[src/rtl/core/sfp_pkg.sv]
// Shared types and constants of the scope frame parser.
// No dependencies; every module file imports this package.
package sfp_pkg;

	localparam int unsigned FRAME_NUMBER_BYTES = 1;
	localparam int unsigned TIME_BYTES         = 4;
	localparam int unsigned HEADER_WORD_BYTES  = 4;
	localparam int unsigned SKIP_BYTES         = 6;
	localparam logic [7:0]  TYPE_ACCEPTED      = 8'd1;

	typedef enum logic [4:0] {
		PH_IDLE,
		PH_SKIP,
		PH_FNUM,
		PH_TYPE,
		PH_SLEN0,
		PH_SSKIP0,
		PH_SLEN1,
		PH_SSKIP1,
		PH_SLEN2,
		PH_SSKIP2,
		PH_XDIV,
		PH_YDIV,
		PH_COUNT,
		PH_XOFF,
		PH_TIME,
		PH_FEND,
		PH_FCPX,
		PH_FFLT,
		PH_FSIZE,
		PH_REAL,
		PH_IMAG
	} phase_t;

	typedef enum logic [3:0] {
		KIND_FNUM   = 4'd0,
		KIND_XDIV   = 4'd1,
		KIND_YDIV   = 4'd2,
		KIND_COUNT  = 4'd3,
		KIND_XOFF   = 4'd4,
		KIND_TIME   = 4'd5,
		KIND_FORMAT = 4'd6,
		KIND_SAMPLE = 4'd7,
		KIND_REJECT = 4'd8
	} kind_t;

	typedef struct packed {
		logic [7:0] data_byte;
		logic       frame_start;
	} in_word_t;

	typedef struct packed {
		kind_t       kind;
		logic [63:0] value;
		logic [63:0] imag_value;
		logic [31:0] sample_index;
		logic        is_complex;
		logic        is_float;
		logic [7:0]  point_size;
		logic        last;
	} res_word_t;

	// One registered input byte on its way into the parser.
	typedef struct packed {
		logic     valid;
		in_word_t word;
	} step_t;

	// One parser result on its way into the result register.
	typedef struct packed {
		logic      valid;
		res_word_t word;
	} result_t;

endpackage

[src/rtl/core/sfp_in_stage.sv]
// Input register of the scope frame parser.
// Depends on sfp_pkg for the word and step types.
module sfp_in_stage
	import sfp_pkg::*;
(
	input  logic     clk,
	input  logic     arst_n,
	input  logic     frame_valid,
	output logic     frame_stall,
	input  in_word_t frame_word,
	input  logic     advance,
	output step_t    step
);

	logic     valid_s1;
	in_word_t word_s1;
	logic     load;

	// Load when the register is empty or its byte moves on this cycle.
	assign load = advance || !valid_s1;

	// Hold the byte while the result side cannot take the next result.
	assign frame_stall = !load;

	always_ff @(posedge clk or negedge arst_n) begin
		if (!arst_n) begin
			valid_s1 <= 1'b0;
		end else if (load) begin
			valid_s1 <= frame_valid;
		end
	end

	always_ff @(posedge clk) begin
		if (load && frame_valid) begin
			word_s1 <= frame_word;
		end
	end

	assign step.valid = valid_s1;
	assign step.word  = word_s1;

endmodule

[src/rtl/core/sfp_parser.sv]
// Frame parsing state and the per-byte next-state and result logic.
// Depends on sfp_pkg for phases, kinds and word types.
module sfp_parser
	import sfp_pkg::*;
(
	input  logic    clk,
	input  logic    arst_n,
	input  step_t   step,
	input  logic    advance,
	output result_t result
);

	phase_t      phase_q;
	logic [7:0]  bc_q;
	logic [7:0]  slen_q;
	logic [63:0] asm_q;
	logic [63:0] held_q;
	logic [31:0] total_q;
	logic [31:0] done_q;
	logic        big_q;
	logic        cpx_q;
	logic        flt_q;
	logic [7:0]  psize_q;

	phase_t      phase_n;
	logic [7:0]  bc_n;
	logic [7:0]  slen_n;
	logic [63:0] asm_n;
	logic [63:0] held_n;
	logic [31:0] total_n;
	logic [31:0] done_n;
	logic        big_n;
	logic        cpx_n;
	logic        flt_n;
	logic [7:0]  psize_n;

	logic enable;

	assign enable = step.valid && advance;

	always_comb begin
		phase_t      ph;
		logic [7:0]  bc;
		logic [7:0]  slen;
		logic [63:0] asm_v;
		logic [63:0] held;
		logic [31:0] total;
		logic [31:0] done;
		logic        big;
		logic        cpx;
		logic        flt;
		logic [7:0]  b;
		logic [7:0]  bc_inc;
		logic [63:0] asm_le;
		logic [63:0] asm_cmp;
		logic [63:0] comp;
		logic [7:0]  hdr_len;
		logic [31:0] done_inc;
		logic        size_ok;
		logic        none;
		logic        fin;

		b = step.word.data_byte;

		// A start flag drops any frame in progress and restarts at the skip phase with cleared state.
		if (step.word.frame_start) begin
			ph    = PH_SKIP;
			bc    = '0;
			slen  = '0;
			asm_v = '0;
			held  = '0;
			total = '0;
			done  = '0;
			big   = 1'b0;
			cpx   = 1'b0;
			flt   = 1'b0;
		end else begin
			ph    = phase_q;
			bc    = bc_q;
			slen  = slen_q;
			asm_v = asm_q;
			held  = held_q;
			total = total_q;
			done  = done_q;
			big   = big_q;
			cpx   = cpx_q;
			flt   = flt_q;
		end

		phase_n = ph;
		bc_n    = bc;
		slen_n  = slen;
		asm_n   = asm_v;
		held_n  = held;
		total_n = total;
		done_n  = done;
		big_n   = big;
		cpx_n   = cpx;
		flt_n   = flt;
		psize_n = step.word.frame_start ? 8'd0 : psize_q;

		result       = '0;
		result.valid = 1'b0;

		bc_inc   = bc + 8'd1;
		asm_le   = asm_v | (64'(b) << {bc[2:0], 3'b000});
		asm_cmp  = big ? {asm_v[55:0], b} : asm_le;
		done_inc = done + 32'd1;
		fin      = bc_inc >= psize_q;
		size_ok  = 1'b0;
		none     = 1'b0;
		comp     = asm_cmp;
		if (psize_q == 8'd1 && !flt && asm_cmp[7]) begin
			comp[63:8] = '1;
		end

		case (ph)
			PH_FNUM:  hdr_len = 8'(FRAME_NUMBER_BYTES);
			PH_TIME:  hdr_len = 8'(TIME_BYTES);
			default:  hdr_len = 8'(HEADER_WORD_BYTES);
		endcase

		case (ph)
			PH_SKIP: begin
				bc_n = bc_inc;
				if (bc_inc >= 8'(SKIP_BYTES)) begin
					bc_n    = '0;
					phase_n = PH_FNUM;
				end
			end
			PH_FNUM, PH_XDIV, PH_YDIV, PH_COUNT, PH_XOFF, PH_TIME: begin
				bc_n  = bc_inc;
				asm_n = asm_le;
				if (bc_inc >= hdr_len) begin
					bc_n                  = '0;
					asm_n                 = '0;
					result.valid          = 1'b1;
					result.word.value     = asm_le;
					case (ph)
						PH_FNUM: begin
							result.word.kind = KIND_FNUM;
							phase_n          = PH_TYPE;
						end
						PH_XDIV: begin
							result.word.kind = KIND_XDIV;
							phase_n          = PH_YDIV;
						end
						PH_YDIV: begin
							result.word.kind = KIND_YDIV;
							phase_n          = PH_COUNT;
						end
						PH_COUNT: begin
							result.word.kind = KIND_COUNT;
							total_n          = asm_le[31:0];
							phase_n          = PH_XOFF;
						end
						PH_XOFF: begin
							result.word.kind = KIND_XOFF;
							phase_n          = PH_TIME;
						end
						default: begin
							result.word.kind = KIND_TIME;
							phase_n          = PH_FEND;
						end
					endcase
				end
			end
			PH_TYPE: begin
				if (b != TYPE_ACCEPTED) begin
					phase_n           = PH_IDLE;
					result.valid      = 1'b1;
					result.word.kind  = KIND_REJECT;
					result.word.value = 64'(b);
					result.word.last  = 1'b1;
				end else begin
					phase_n = PH_SLEN0;
				end
			end
			PH_SLEN0, PH_SLEN1, PH_SLEN2: begin
				// Round the length up so that length byte plus text fill 4-byte words.
				slen_n = b + {6'b0, ~b[1:0]};
				bc_n   = '0;
				case (ph)
					PH_SLEN0: phase_n = PH_SSKIP0;
					PH_SLEN1: phase_n = PH_SSKIP1;
					default:  phase_n = PH_SSKIP2;
				endcase
			end
			PH_SSKIP0, PH_SSKIP1, PH_SSKIP2: begin
				bc_n = bc_inc;
				if (bc_inc >= slen) begin
					bc_n = '0;
					case (ph)
						PH_SSKIP0: phase_n = PH_SLEN1;
						PH_SSKIP1: phase_n = PH_SLEN2;
						default:   phase_n = PH_XDIV;
					endcase
				end
			end
			PH_FEND: begin
				big_n   = big || (b != 8'd0);
				phase_n = PH_FCPX;
			end
			PH_FCPX: begin
				cpx_n   = cpx || (b != 8'd0);
				phase_n = PH_FFLT;
			end
			PH_FFLT: begin
				flt_n   = flt || (b != 8'd0);
				phase_n = PH_FSIZE;
			end
			PH_FSIZE: begin
				psize_n = b;
				if (flt) begin
					size_ok = b inside {8'd4, 8'd8};
				end else begin
					size_ok = b inside {8'd1, 8'd2, 8'd4, 8'd8};
				end
				none                   = !size_ok || (total == 32'd0);
				phase_n                = none ? PH_IDLE : PH_REAL;
				bc_n                   = '0;
				asm_n                  = '0;
				result.valid           = 1'b1;
				result.word.kind       = KIND_FORMAT;
				result.word.value      = 64'(big);
				result.word.is_complex = cpx;
				result.word.is_float   = flt;
				result.word.point_size = b;
				result.word.last       = none;
			end
			PH_REAL, PH_IMAG: begin
				bc_n  = bc_inc;
				asm_n = asm_cmp;
				if (fin) begin
					bc_n  = '0;
					asm_n = '0;
					if (cpx && ph == PH_REAL) begin
						held_n  = comp;
						phase_n = PH_IMAG;
					end else begin
						done_n                   = done_inc;
						phase_n                  = (done_inc == total) ? PH_IDLE : PH_REAL;
						result.valid             = 1'b1;
						result.word.kind         = KIND_SAMPLE;
						result.word.value        = (ph == PH_IMAG) ? held : comp;
						result.word.imag_value   = (ph == PH_IMAG) ? comp : 64'd0;
						result.word.sample_index = done;
						result.word.is_complex   = cpx;
						result.word.is_float     = flt;
						result.word.point_size   = psize_q;
						result.word.last         = done_inc == total;
					end
				end
			end
			default: begin
			end
		endcase

		result.valid = result.valid && step.valid;
	end

	always_ff @(posedge clk or negedge arst_n) begin
		if (!arst_n) begin
			phase_q <= PH_IDLE;
			bc_q    <= '0;
			slen_q  <= '0;
			asm_q   <= '0;
			held_q  <= '0;
			total_q <= '0;
			done_q  <= '0;
			big_q   <= 1'b0;
			cpx_q   <= 1'b0;
			flt_q   <= 1'b0;
			psize_q <= '0;
		end else if (enable) begin
			phase_q <= phase_n;
			bc_q    <= bc_n;
			slen_q  <= slen_n;
			asm_q   <= asm_n;
			held_q  <= held_n;
			total_q <= total_n;
			done_q  <= done_n;
			big_q   <= big_n;
			cpx_q   <= cpx_n;
			flt_q   <= flt_n;
			psize_q <= psize_n;
		end
	end

endmodule

[src/rtl/core/sfp_out_stage.sv]
// Result register of the scope frame parser and the stage advance signal.
// Depends on sfp_pkg for the result types.
module sfp_out_stage
	import sfp_pkg::*;
(
	input  logic      clk,
	input  logic      arst_n,
	input  result_t   result,
	output logic      advance,
	output logic      res_valid,
	input  logic      res_stall,
	output res_word_t res_word
);

	logic      res_valid_q;
	res_word_t res_word_q;

	// Advance whenever the result register is empty or being drained.
	assign advance = !res_valid_q || !res_stall;

	always_ff @(posedge clk or negedge arst_n) begin
		if (!arst_n) begin
			res_valid_q <= 1'b0;
		end else if (advance) begin
			res_valid_q <= result.valid;
		end
	end

	always_ff @(posedge clk) begin
		if (advance && result.valid) begin
			res_word_q <= result.word;
		end
	end

	assign res_valid = res_valid_q;
	assign res_word  = res_word_q;

endmodule

[src/rtl/core/scope_frame_parser.sv]
// Top level of the scope frame parser: input register, parser, result register.
// Depends on sfp_pkg, sfp_in_stage, sfp_parser and sfp_out_stage.
//
// Usage:
//   frame_* carries one stream byte per word with a start flag on the first
//   byte of a frame. res_* carries at most one result word per byte: the
//   header values, the format word, each sample, or a reject word. The final
//   result of a frame has last set.
// Throughput: one byte per cycle while res_stall holds no result, with no gaps between frames.
// Pipeline: a byte in the input register is parsed combinationally, and its
//   result (if any) is loaded into the result register when the stage advances;
//   these registers are the only stages, all parsing happens between them.
// Stall: when res_stall holds a pending result, the result register and the
//   input register hold, and frame_stall rises only if the input register is
//   also occupied; bytes that produce no result still need the stage to move.
// Reset: arst_n clears both valid bits and returns the parser to idle; bytes
//   arriving while idle are dropped until a word with frame_start set.
// A start flag in mid-frame drops the frame in progress with no result.
module scope_frame_parser
	import sfp_pkg::*;
(
	input  logic      clk,
	input  logic      arst_n,
	input  logic      frame_valid,
	output logic      frame_stall,
	input  in_word_t  frame_word,
	output logic      res_valid,
	input  logic      res_stall,
	output res_word_t res_word
);

	step_t   step;
	result_t result;
	logic    advance;

	// Capture the incoming byte; hold it while the result side is blocked.
	sfp_in_stage u_in_stage (
		.clk         (clk),
		.arst_n      (arst_n),
		.frame_valid (frame_valid),
		.frame_stall (frame_stall),
		.frame_word  (frame_word),
		.advance     (advance),
		.step        (step)
	);

	// Advance the frame state by one byte and form its result.
	sfp_parser u_parser (
		.clk     (clk),
		.arst_n  (arst_n),
		.step    (step),
		.advance (advance),
		.result  (result)
	);

	// Hold the result until the receiver takes it.
	sfp_out_stage u_out_stage (
		.clk       (clk),
		.arst_n    (arst_n),
		.result    (result),
		.advance   (advance),
		.res_valid (res_valid),
		.res_stall (res_stall),
		.res_word  (res_word)
	);

endmodule

[config.mk]
export PLATFORM = sky130hd
export DESIGN_NAME = scope_frame_parser
export DESIGN_NICKNAME = d
export VERILOG_FILES = /design/src/rtl/core/sfp_pkg.sv /design/src/rtl/core/sfp_in_stage.sv /design/src/rtl/core/sfp_parser.sv /design/src/rtl/core/sfp_out_stage.sv /design/src/rtl/core/scope_frame_parser.sv
export SDC_FILE = /design/constraint.sdc
export NUM_CORES = 1
export LEC_CHECK = 0
export BUFFER_PORTS_ARGS = -buffer_cell sky130_fd_sc_hd__buf_2
export CORE_UTILIZATION = 40
export CTS_CLUSTER_SIZE = 12
export DETAILED_ROUTE_END_ITERATION = 10
export HOLD_SLACK_MARGIN = 0.08
export PLACE_DENSITY = 0.59
export SLEW_MARGIN = 20
export SYNTH_ARGS = -nofsm -noshare
export SYNTH_HDL_FRONTEND = slang
export SYNTH_HIERARCHICAL = 1
export SYNTH_SLANG_ARGS = --single-unit
[constraint.sdc]
create_clock -name clk -period 12.9 [get_ports clk]
set_clock_uncertainty 0.05 [all_clocks]
set_input_delay 3.87 -clock clk [delete_from_list [all_inputs] [get_ports clk]]
set_output_delay 3.87 -clock clk [all_outputs]
set_load 0.02 [all_outputs]
==> results_dict.tcl, run 1 <==
set metrics [dict create \
    hp-class "register to register" \
    ant_nets 0 \
    maxSlewHeadroom_pct 25.3 \
    ys_warn_count 6 \
    setup_viol 0 \
    synth_ff_type "dfrtp_1" \
    yosysSeqAreaShare_pct 53.0 \
    ctsResizeCount 0 \
    die_area_um2 53600 \
    synth_compound_gate_area_share_pct 22.3 \
    io_pins 190 \
    worstPathArrival_ps 4420 \
    final_util_pct 46.9 \
    via_count 18300 \
    first_global_vias 17000 \
    met1_length_um 31500 \
    critPathKind "input port to primary output" \
    clk_latency_ps 610 \
    synth-edff-count 184 \
    yosysMostFrequentCell "nand2_1" \
    synthTopCellsByCount "294 x nand2_1, 226 x dfrtp_1, 217 x a21oi_1" \
    place_congestion 0.915 \
    drv_slew 0 \
    start_util_pct 40.8 \
    power_leakage_uw 0.0101 \
    ys_top_cells_by_area "dfrtp_1 27%, edfxtp_1 26%, nand2_1 5.2%" \
    numClockSinks 410 \
    rsz0062_at_grt "no" \
    viasPerCell 6.10 \
    drt_wl_total_um 70700 \
    drive_gt1_share_pct 14.4 \
    synthSimpleGateAreaFrac_pct 16.6 \
    clk_pin_slew_worst_paths_ps 60 \
    grt_pass1_wl_um 107000 \
    top_layer_used "met4" \
    critPathLaunchType "input port" \
    wl_per_cell_um 23.5 \
    wl_met3_um 5820 \
    dr.pass1.iters 6 \
    track_usage_pct 26.1 \
    fmax_ghz 0.120 \
    worstMarginPinSlew_ps 1110 \
    powerDensity_nw_per_um2 151 \
    async_flop_share_pct 55.1 \
    htree_num_levels 2 \
    synth_nets 2229 \
    min_period_over_period_pct 64.6 \
    portBuffers 189 \
    dp_cells 2917 \
    synth_top_family_by_area "compound AO/OA/AOI/OAI gates" \
    syn_area_per_cell_um2 9.61 \
    syn-cell-area_um2 21100 \
    synth_top_cell_area_share_pct 26.8 \
    syn_to_final_growth_pct 15.0 \
    synth.mux.area_fraction_pct 0.973 \
    synthAdderAreaFrac_pct 1.31 \
    ctsRootBufferMaster "clkbuf_16" \
    cts_made_buffers 48 \
    die_x_um 232 \
    die-height_um 232 \
    drv_cap 0 \
    final_cells 3006 \
    num-nets-final 2322 \
    rows 83 \
    drt_iter0_markers 2088 \
    yosys_register_bits 410 \
    post_cts_buffers 0 \
    dp_hpwl_um 46400 \
    critPathMaxFanout 3 \
    antenna_found_initial 0 \
    dr_wl_met2_um 31500 \
    period_minus_slack_ps 8340 \
    finalHoldViolCount 0 \
    synth_cells 2194 \
    synth_largest_area_cell "dfrtp_1" \
    clk_path_buf_depth 3 \
    cts_tree "done" \
    route.detailed.drc 0 \
    synth_xor_area_share_pct 1.95 \
    peakVddDrop_uv 95.1 \
    diodes 0 \
    coreArea_um2 51700 \
    place_area_um2 22600 \
    post-route-cell-area_um2 24300 \
    worstPathRequired_ps 8980 \
    ys_types 75 \
    grt-ovfl-total 0 \
    finalSetupTns_ps 0 \
    status "complete, no violations" \
    grt_max_degree 103 \
    hold_buffers 0 \
    cp-end-kind "primary output" \
]
[logic make-up after synthesis]
group           count (synthesis)
compound gates                739
simple gates                  741
mux                            20
flops                         410
xor+xnor                       47
fa+ha+maj                      22
buf+inv                       215
[cell usage in the layout, fill, tap and decap left out, drive strengths merged, types with 6 or more instances in the layout]
cell type	netlist	final
nand2	294	294
buf	40	231
dfrtp	226	226
a21oi	217	217
o21ai	190	190
nor2	188	188
edfxtp	184	184
a22o	96	96
clkbuf	148	64
a22oi	62	62
o22ai	45	45
and2	41	41
nand3	35	35
nor3	34	34
xnor2	33	33
nor2b	30	30
nand4	28	28
inv	26	27
a21o	25	25
ha	22	22
nor4	22	22
clkinv	1	17
mux2i	16	16
nand2b	15	15
xor2	14	14
and3	14	14
o31ai	13	13
o32ai	11	11
o211ai	10	10
o41ai	9	9
nand3b	9	9
a221o	9	9
bufinv	0	7
a311oi	7	7
or3	6	6
a211oi	6	6
[metal layers]
layer	up-vias	global-route usage, %
met3	102	4.16
met2	906	39.0
met4	0	8.41
met5	-	0
li1	8240	-
met1	9093	38.4
[flip-flops by register name, summed over array words and instances, names as in the netlist]
name	count
u_out_stage/res_word	175
u_in_stage/step	9
u_in_stage/valid_s1	1
u_parser/slen_q	8
u_parser/held_q	64
u_parser/big_q	1
u_parser/flt_q	1
u_parser/done_q	32
u_out_stage/res_valid	1
u_parser/total_q	32
u_parser/cpx_q	1
u_parser/asm_q	64
u_parser/bc_q	8
u_parser/psize_q	8
u_parser/phase_q	5
[critical path: stages]
cell and delay, ps:
buf_2 120, nand2_1 80, nand2b_4 150, inv_1 50
buf_2 150
[area by class of cell]
cell class / count / area, um^2
timing repair buffer: 231 / 1270
inverter: 27 / 101
tap: 680 / 851
clock inverter: 25 / 360
clock buffer: 64 / 1310
sequential: 410 / 11200
multi-input combinational: 1569 / 9180
fill: 4878 / 27500
[metrics by stage]
step,power [uW],setup WS [ps],hold slack [ps]
2_1_floorplan,1990,3330,392
3_3_place_gp,2230,4550,405
3_5_place_dp,2230,4560,408
4_1_cts,3670,4550,421
5_1_grt,3800,4520,432
6_report,3660,4560,420
[power breakdown]
group / switching, uW / internal (uW) / total [uW]
combinational: 507 / 189 / 696
sequential: 78.2 / 1450 / 1530
clock: 573 / 860 / 1430
total: 1160 / 2500 / 3660
[final timing paths]
kind | start | end | slack (ps) | cells past startpoint
worst max-delay path | res_stall | frame_stall | 4560 | 5
worst min register to register | u_parser/slen_q[0] | u_parser/slen_q[0] | 420 | 1
worst min-delay path | u_parser/slen_q[0] | u_parser/slen_q[0] | 420 | 1
max in group asynchronous | arst_n | u_parser/held_q[52] | 7980 | 2
min in group asynchronous | arst_n | u_parser/done_q[11] | 3270 | 1
worst max register to register | u_in_stage/step[0] | u_out_stage/res_word[164] | 6770 | 15
Note: power is estimated with default switching activity, not from simulation.
==> run 2, diff against run 1 <==
--- a/config.mk
+++ b/config.mk
@@ -10,7 +10,7 @@
 export CTS_CLUSTER_SIZE = 12
 export DETAILED_ROUTE_END_ITERATION = 10
 export HOLD_SLACK_MARGIN = 0.08
-export PLACE_DENSITY = 0.59
+export PLACE_DENSITY = 0.62
 export SLEW_MARGIN = 20
 export SYNTH_ARGS = -nofsm -noshare
 export SYNTH_HDL_FRONTEND = slang
==> constraint.sdc (replaced) <==
create_clock -name clk -period 7.38 [get_ports clk]
set_clock_uncertainty 0.05 [all_clocks]
set_input_delay 2.214 -clock clk [delete_from_list [all_inputs] [get_ports clk]]
set_output_delay 2.214 -clock clk [all_outputs]
set_load 0.02 [all_outputs]
==> run 2 against run 1 <==
  * Utilization down 0.39 points
  * Sequential cell count unchanged
  * Worst hold slack better by 15 ps
  * Register-to-register slack worse by 4900 ps
  * Design area down 0.84%
  * Global-route usage up 0.48 points
  * Critical endpoint is now u_parser/done_q[7]
  * Largest cell class unchanged
  * First-iteration DRC count up 2.3%
  * Largest power group unchanged
  * Sequential power up 76%
==> results_dict.tcl, run 2 (synthesized netlist as in run 1, its figures left out) <==
set metrics [dict create \
    swShare_pct 32.4 \
    clk_latency_ps 600 \
    drt_iter0_markers 2136 \
    drv_cap 0 \
    power.internal_uw 4150 \
    p_sw_uw 1990 \
    status "complete, no violations" \
    finalHoldViolCount 0 \
    die-height_um 232 \
    setup_viol 0 \
    cts_made_buffers 45 \
    peakVddDrop_uv 151 \
    drv_slew 0 \
    period_minus_slack_ps 5550 \
    hold_buffers 0 \
    dp_hpwl_um 47300 \
    critPathLaunchType "register" \
    rsz0062_at_grt "no" \
    grt_max_degree 118 \
    start_util_pct 40.8 \
    worstPathArrival_ps 6010 \
    finalSetupTns_ps 0 \
    worstMarginPinSlew_ps 1140 \
    power_frac_comb_pct 19.8 \
    place_congestion 0.938 \
    finalPower_uw 6140 \
    hp-class "register to register" \
    ctsResizeCount 0 \
    seqPwrFrac_pct 43.7 \
    coreArea_um2 51700 \
    route.detailed.drc 0 \
    clk_pin_slew_worst_paths_ps 60 \
    final_cells 2998 \
    post_cts_buffers 0 \
    first_global_vias 17100 \
    syn_to_final_growth_pct 14.1 \
    critPathLaunch "u_in_stage/step[0]" \
    track_usage_pct 26.5 \
    clk_path_buf_depth 3 \
    final_cell_mix "291 x nand2_1, 226 x dfrtp_1, 216 x a21oi_1" \
    cp-end-kind "register" \
    ctsRootBufferMaster "clkbuf_16" \
    dr.pass1.iters 6 \
    critPathMaxFanout 60 \
    grt-ovfl-total 0 \
    min_period_over_period_pct 75.2 \
    wl_per_cell_um 23.9 \
    worstReg2RegStart "u_in_stage/step[0]" \
    maxSlewHeadroom_pct 23.8 \
    setup_slack_ps 1830 \
    power_leakage_uw 0.0100 \
    rows 83 \
    cts_tree "done" \
    dp_cells 2913 \
    ant_nets 0 \
    portBuffers 189 \
    num-nets-final 2315 \
    worst_hold_startpoint "u_parser/asm_q[59]" \
    via_count 18300 \
    worstPathRequired_ps 7840 \
    pwr-share-clk_pct 36.4 \
    viasPerCell 6.11 \
    powerDensity_nw_per_um2 255 \
    grt_pass1_wl_um 109000 \
    die_x_um 232 \
    worst_hold_slack_ps 435 \
    antenna_found_initial 1 \
    io_pins 190 \
    die_area_um2 53600 \
    drt_wl_total_um 71500 \
    pre_cts_ws_ps 1930 \
    rrSetupSlack_ps 1830 \
    layout_commonest_cell "nand2_1" \
    htree_num_levels 2 \
    numClockSinks 410 \
    critPathKind "register to register" \
    drive_gt1_share_pct 13.9 \
    fmax_ghz 0.180 \
    largest_reg_flops 175 \
]
## run 2: path summary, 6_finish.rpt
path,cells after the start,to
max,17,u_parser/done_q[7]
min,2,u_parser/asm_q[59]
max reg2reg,17,u_parser/done_q[7]
min reg2reg,2,u_parser/asm_q[59]
max in group asynchronous,2,u_parser/phase_q[3]
min in group asynchronous,1,u_parser/done_q[27]
## run 2: critical path: stages (launching register included)
cell and delay, ps:
edfxtp_1 400, inv_2 560, nand2_1 270, inv_1 110
ha_1 280, inv_1 90, o21a_1 200, nor2_1 160
nor2_1 90, ha_1 320, nand4_1 80, o211ai_1 420
a21o_1 610, nand3_4 710, buf_4 560, nor4_1 330
a21oi_1 60, o21ai_0 140
## run 2: routing by layer
| layer | wire (um) | track usage (%) | vias to the layer above |
|---|---|---|---|
| met2 | 32300 | 39.6 | 884 |
| met4 | 1780 | 8.00 | 0 |
| li1 | - | - | 8232 |
| met1 | 31900 | 39.6 | 9082 |
| met5 | 0 | 0 | - |
| met3 | 5600 | 3.84 | 108 |
## run 2: cell type report
class,instances,area (um^2)
fill,4853,27700
tap,680,851
inverter,27,101
antenna,2,5.00
clock buffer,63,1230
clock inverter,20,225
timing repair buffer,227,1280
sequential,410,11200
multi-input combinational,1569,9180
## run 2: per-stage QoR
stage | util, % | cell area [um^2]
after floorplan | - | 21100
after global placement | 43.7 | 22600
after detailed placement | 43.7 | 22600
after CTS | 46.5 | 24000
after global routing | 46.5 | 24000
final | 46.5 | 24100
## run 2: power groups by stage
stage | Clock, uW | Sequential, uW | Combinational [uW]
6_report | 2240 | 2690 | 1220
5_1_grt | 2370 | 2700 | 1310
4_1_cts | 2290 | 2680 | 1200
3_5_place_dp | 0 | 2720 | 1200
3_3_place_gp | 0 | 2720 | 1190
2_1_floorplan | 0 | 2720 | 745
==> run 3, diff against run 2 <==
==> constraint.sdc (replaced) <==
create_clock -name clk -period 4.5 [get_ports clk]
set_clock_uncertainty 0.05 [all_clocks]
set_input_delay 1.35 -clock clk [delete_from_list [all_inputs] [get_ports clk]]
set_output_delay 1.35 -clock clk [all_outputs]
set_load 0.02 [all_outputs]
==> run 3 against run 2 <==
  * Combinational power grew 80%
  * Clock power rose by 73%
  * Critical path depth fell by 10
  * Sequential share of layout area down 1.1 points
  * First-iteration DRC count down 2.3%
  * Global-route usage grew 0.72 points
  * Worst hold slack lost 14 ps
  * Worst setup slack got worse by 1700 ps
  * Wire length grew 2.4%
  * Sequential cell count stayed put
  * Final cell count rose by 1.2%
  * Design area is 2.4% higher
==> results_dict.tcl, run 3 (synthesized netlist as in run 1, its figures left out) <==
set metrics [dict create \
    die_area_um2 53600 \
    hp-class "register to register" \
    setup_slack_ps 136 \
    coreArea_um2 51700 \
    max_stage_delay_ps 840 \
    viasPerCell 6.12 \
    dp_cells 2947 \
    final_cell_mix "291 x nand2_1, 226 x dfrtp_1, 215 x a21oi_1" \
    drive_gt1_share_pct 16.1 \
    syn_to_final_growth_pct 16.8 \
    first_global_vias 17500 \
    via_count 18600 \
    setup_viol 0 \
    start_util_pct 40.8 \
    route.detailed.drc 0 \
    grt-ovfl-total 0 \
    hold_buffers 0 \
    drt_iter0_markers 2086 \
    seqPwrFrac_pct 41.6 \
    clk_pin_slew_worst_paths_ps 60 \
    drv_cap 0 \
    period_minus_slack_ps 4360 \
    cts_made_buffers 47 \
    portBuffers 189 \
    cts_tree "done" \
    maxSlewHeadroom_pct 24.5 \
    die-height_um 232 \
    multi_input_area_um2 9250 \
    post-route-cell-area_um2 24600 \
    ctsResizeCount 0 \
    place_area_um2 23100 \
    dr.pass1.iters 6 \
    path_buf_inv 2 \
    ant_nets 0 \
    pre_cts_ws_ps 303 \
    worstPathArrival_ps 4680 \
    finalHoldViolCount 0 \
    antenna_found_initial 1 \
    numClockSinks 410 \
    layout_commonest_cell "nand2_1" \
    power_frac_comb_pct 21.2 \
    post_cts_buffers 0 \
    die_x_um 232 \
    critPathKind "register to register" \
    worstMarginPinSlew_ps 1120 \
    power_leakage_uw 0.0103 \
    wl_per_cell_um 24.1 \
    place_congestion 0.923 \
    htree_num_levels 2 \
    regArea_um2 11200 \
    fillerInstances 4834 \
    ctsRootBufferMaster "clkbuf_16" \
    critPathMaxFanout 40 \
    clk_path_buf_depth 3 \
    min_period_over_period_pct 97.0 \
    grt_pass1_wl_um 112000 \
    io_pins 190 \
    swShare_pct 32.3 \
    grt_max_degree 98 \
    slowest_stage "nor4_1" \
    powerDensity_nw_per_um2 422 \
    rows 83 \
    drv_slew 0 \
    drt_wl_total_um 73200 \
    crit_chain "or4_1 -> nor4_1 -> a211oi_1 -> o41a_1 -> a21boi_4 -> buf_12 -> buf_12" \
    clk_latency_ps 610 \
    worstPathRequired_ps 4810 \
    largest_reg_flops 175 \
    finalPower_uw 10400 \
    cp-end-kind "register" \
    final_cells 3035 \
    num-nets-final 2351 \
    p_sw_uw 3360 \
    diodes 0 \
    rsz0062_at_grt "no" \
    critPathLaunchType "register" \
    track_usage_pct 27.3 \
    fmax_ghz 0.229 \
    dp_hpwl_um 49800 \
    cpMostUsedCell "buf_12" \
    power.internal_uw 7050 \
    pwr-share-clk_pct 37.3 \
    final_util_pct 47.6 \
    status "complete, no violations" \
    peakVddDrop_uv 263 \
    critical-path-top-delay-family "simple AND/OR/NAND/NOR gates" \
]
==> run 3: changes by cell type in the layout (fill, tap and decap cells not counted), sizes merged <==
cell / change
buf: +34
clkbuf: +1
clkinv: -1
clkinvlp: +4
diode: -2
inv: +1
==> run 3: final timing paths <==
kind,end,slack [ps],startpoint,cells after the start
max,u_out_stage/res_word[168],140,u_in_stage/step[7],7
min,u_parser/slen_q[0],420,u_parser/slen_q[0],1
max reg2reg,u_out_stage/res_word[168],140,u_in_stage/step[7],7
min reg2reg,u_parser/slen_q[0],420,u_parser/slen_q[0],1
max in group asynchronous,u_parser/held_q[29],2930,arst_n,2
min in group asynchronous,u_parser/done_q[17],580,arst_n,1
==> run 3: area by class of cell <==
type,count,area share [%]
Clock buffer,64,5.40
Tap cell,680,3.45
Multi-Input combinational cell,1569,37.5
Sequential cell,410,45.4
Clock inverter,24,0.975
Timing Repair Buffer,261,6.83
Inverter,27,0.411
==> run 3: power by group through the flow <==
stage | clock network (uW) | registers [uW] | logic [uW]
floorplan | 0 | 4470 | 1250
global placement | 0 | 4390 | 2150
detailed placement | 0 | 4390 | 2170
CTS | 3950 | 4320 | 2180
global route | 4110 | 4340 | 2370
finish | 3880 | 4330 | 2200
==> run 3: per-layer routing <==
layer / part of all wire (%) / vias to the layer above / track usage [%] / wire length (um)
met3: 8.1 / 139 / 4.39 / 5910
met2: 45 / 948 / 41.5 / 32900
met5: 0 / - / 0 / 0
li1: - / 8278 / - / -
met4: 3.2 / 0 / 9.42 / 2380
met1: 44 / 9195 / 39.3 / 32100
==> run 3: through the flow <==
step / TNS [ps] / hold WS, ps
after global placement: 0 / 408
after CTS: 0 / 422
after detailed placement: 0 / 409
final: 0 / 421
after global routing: 0 / 436
after floorplan: -329960 / 392
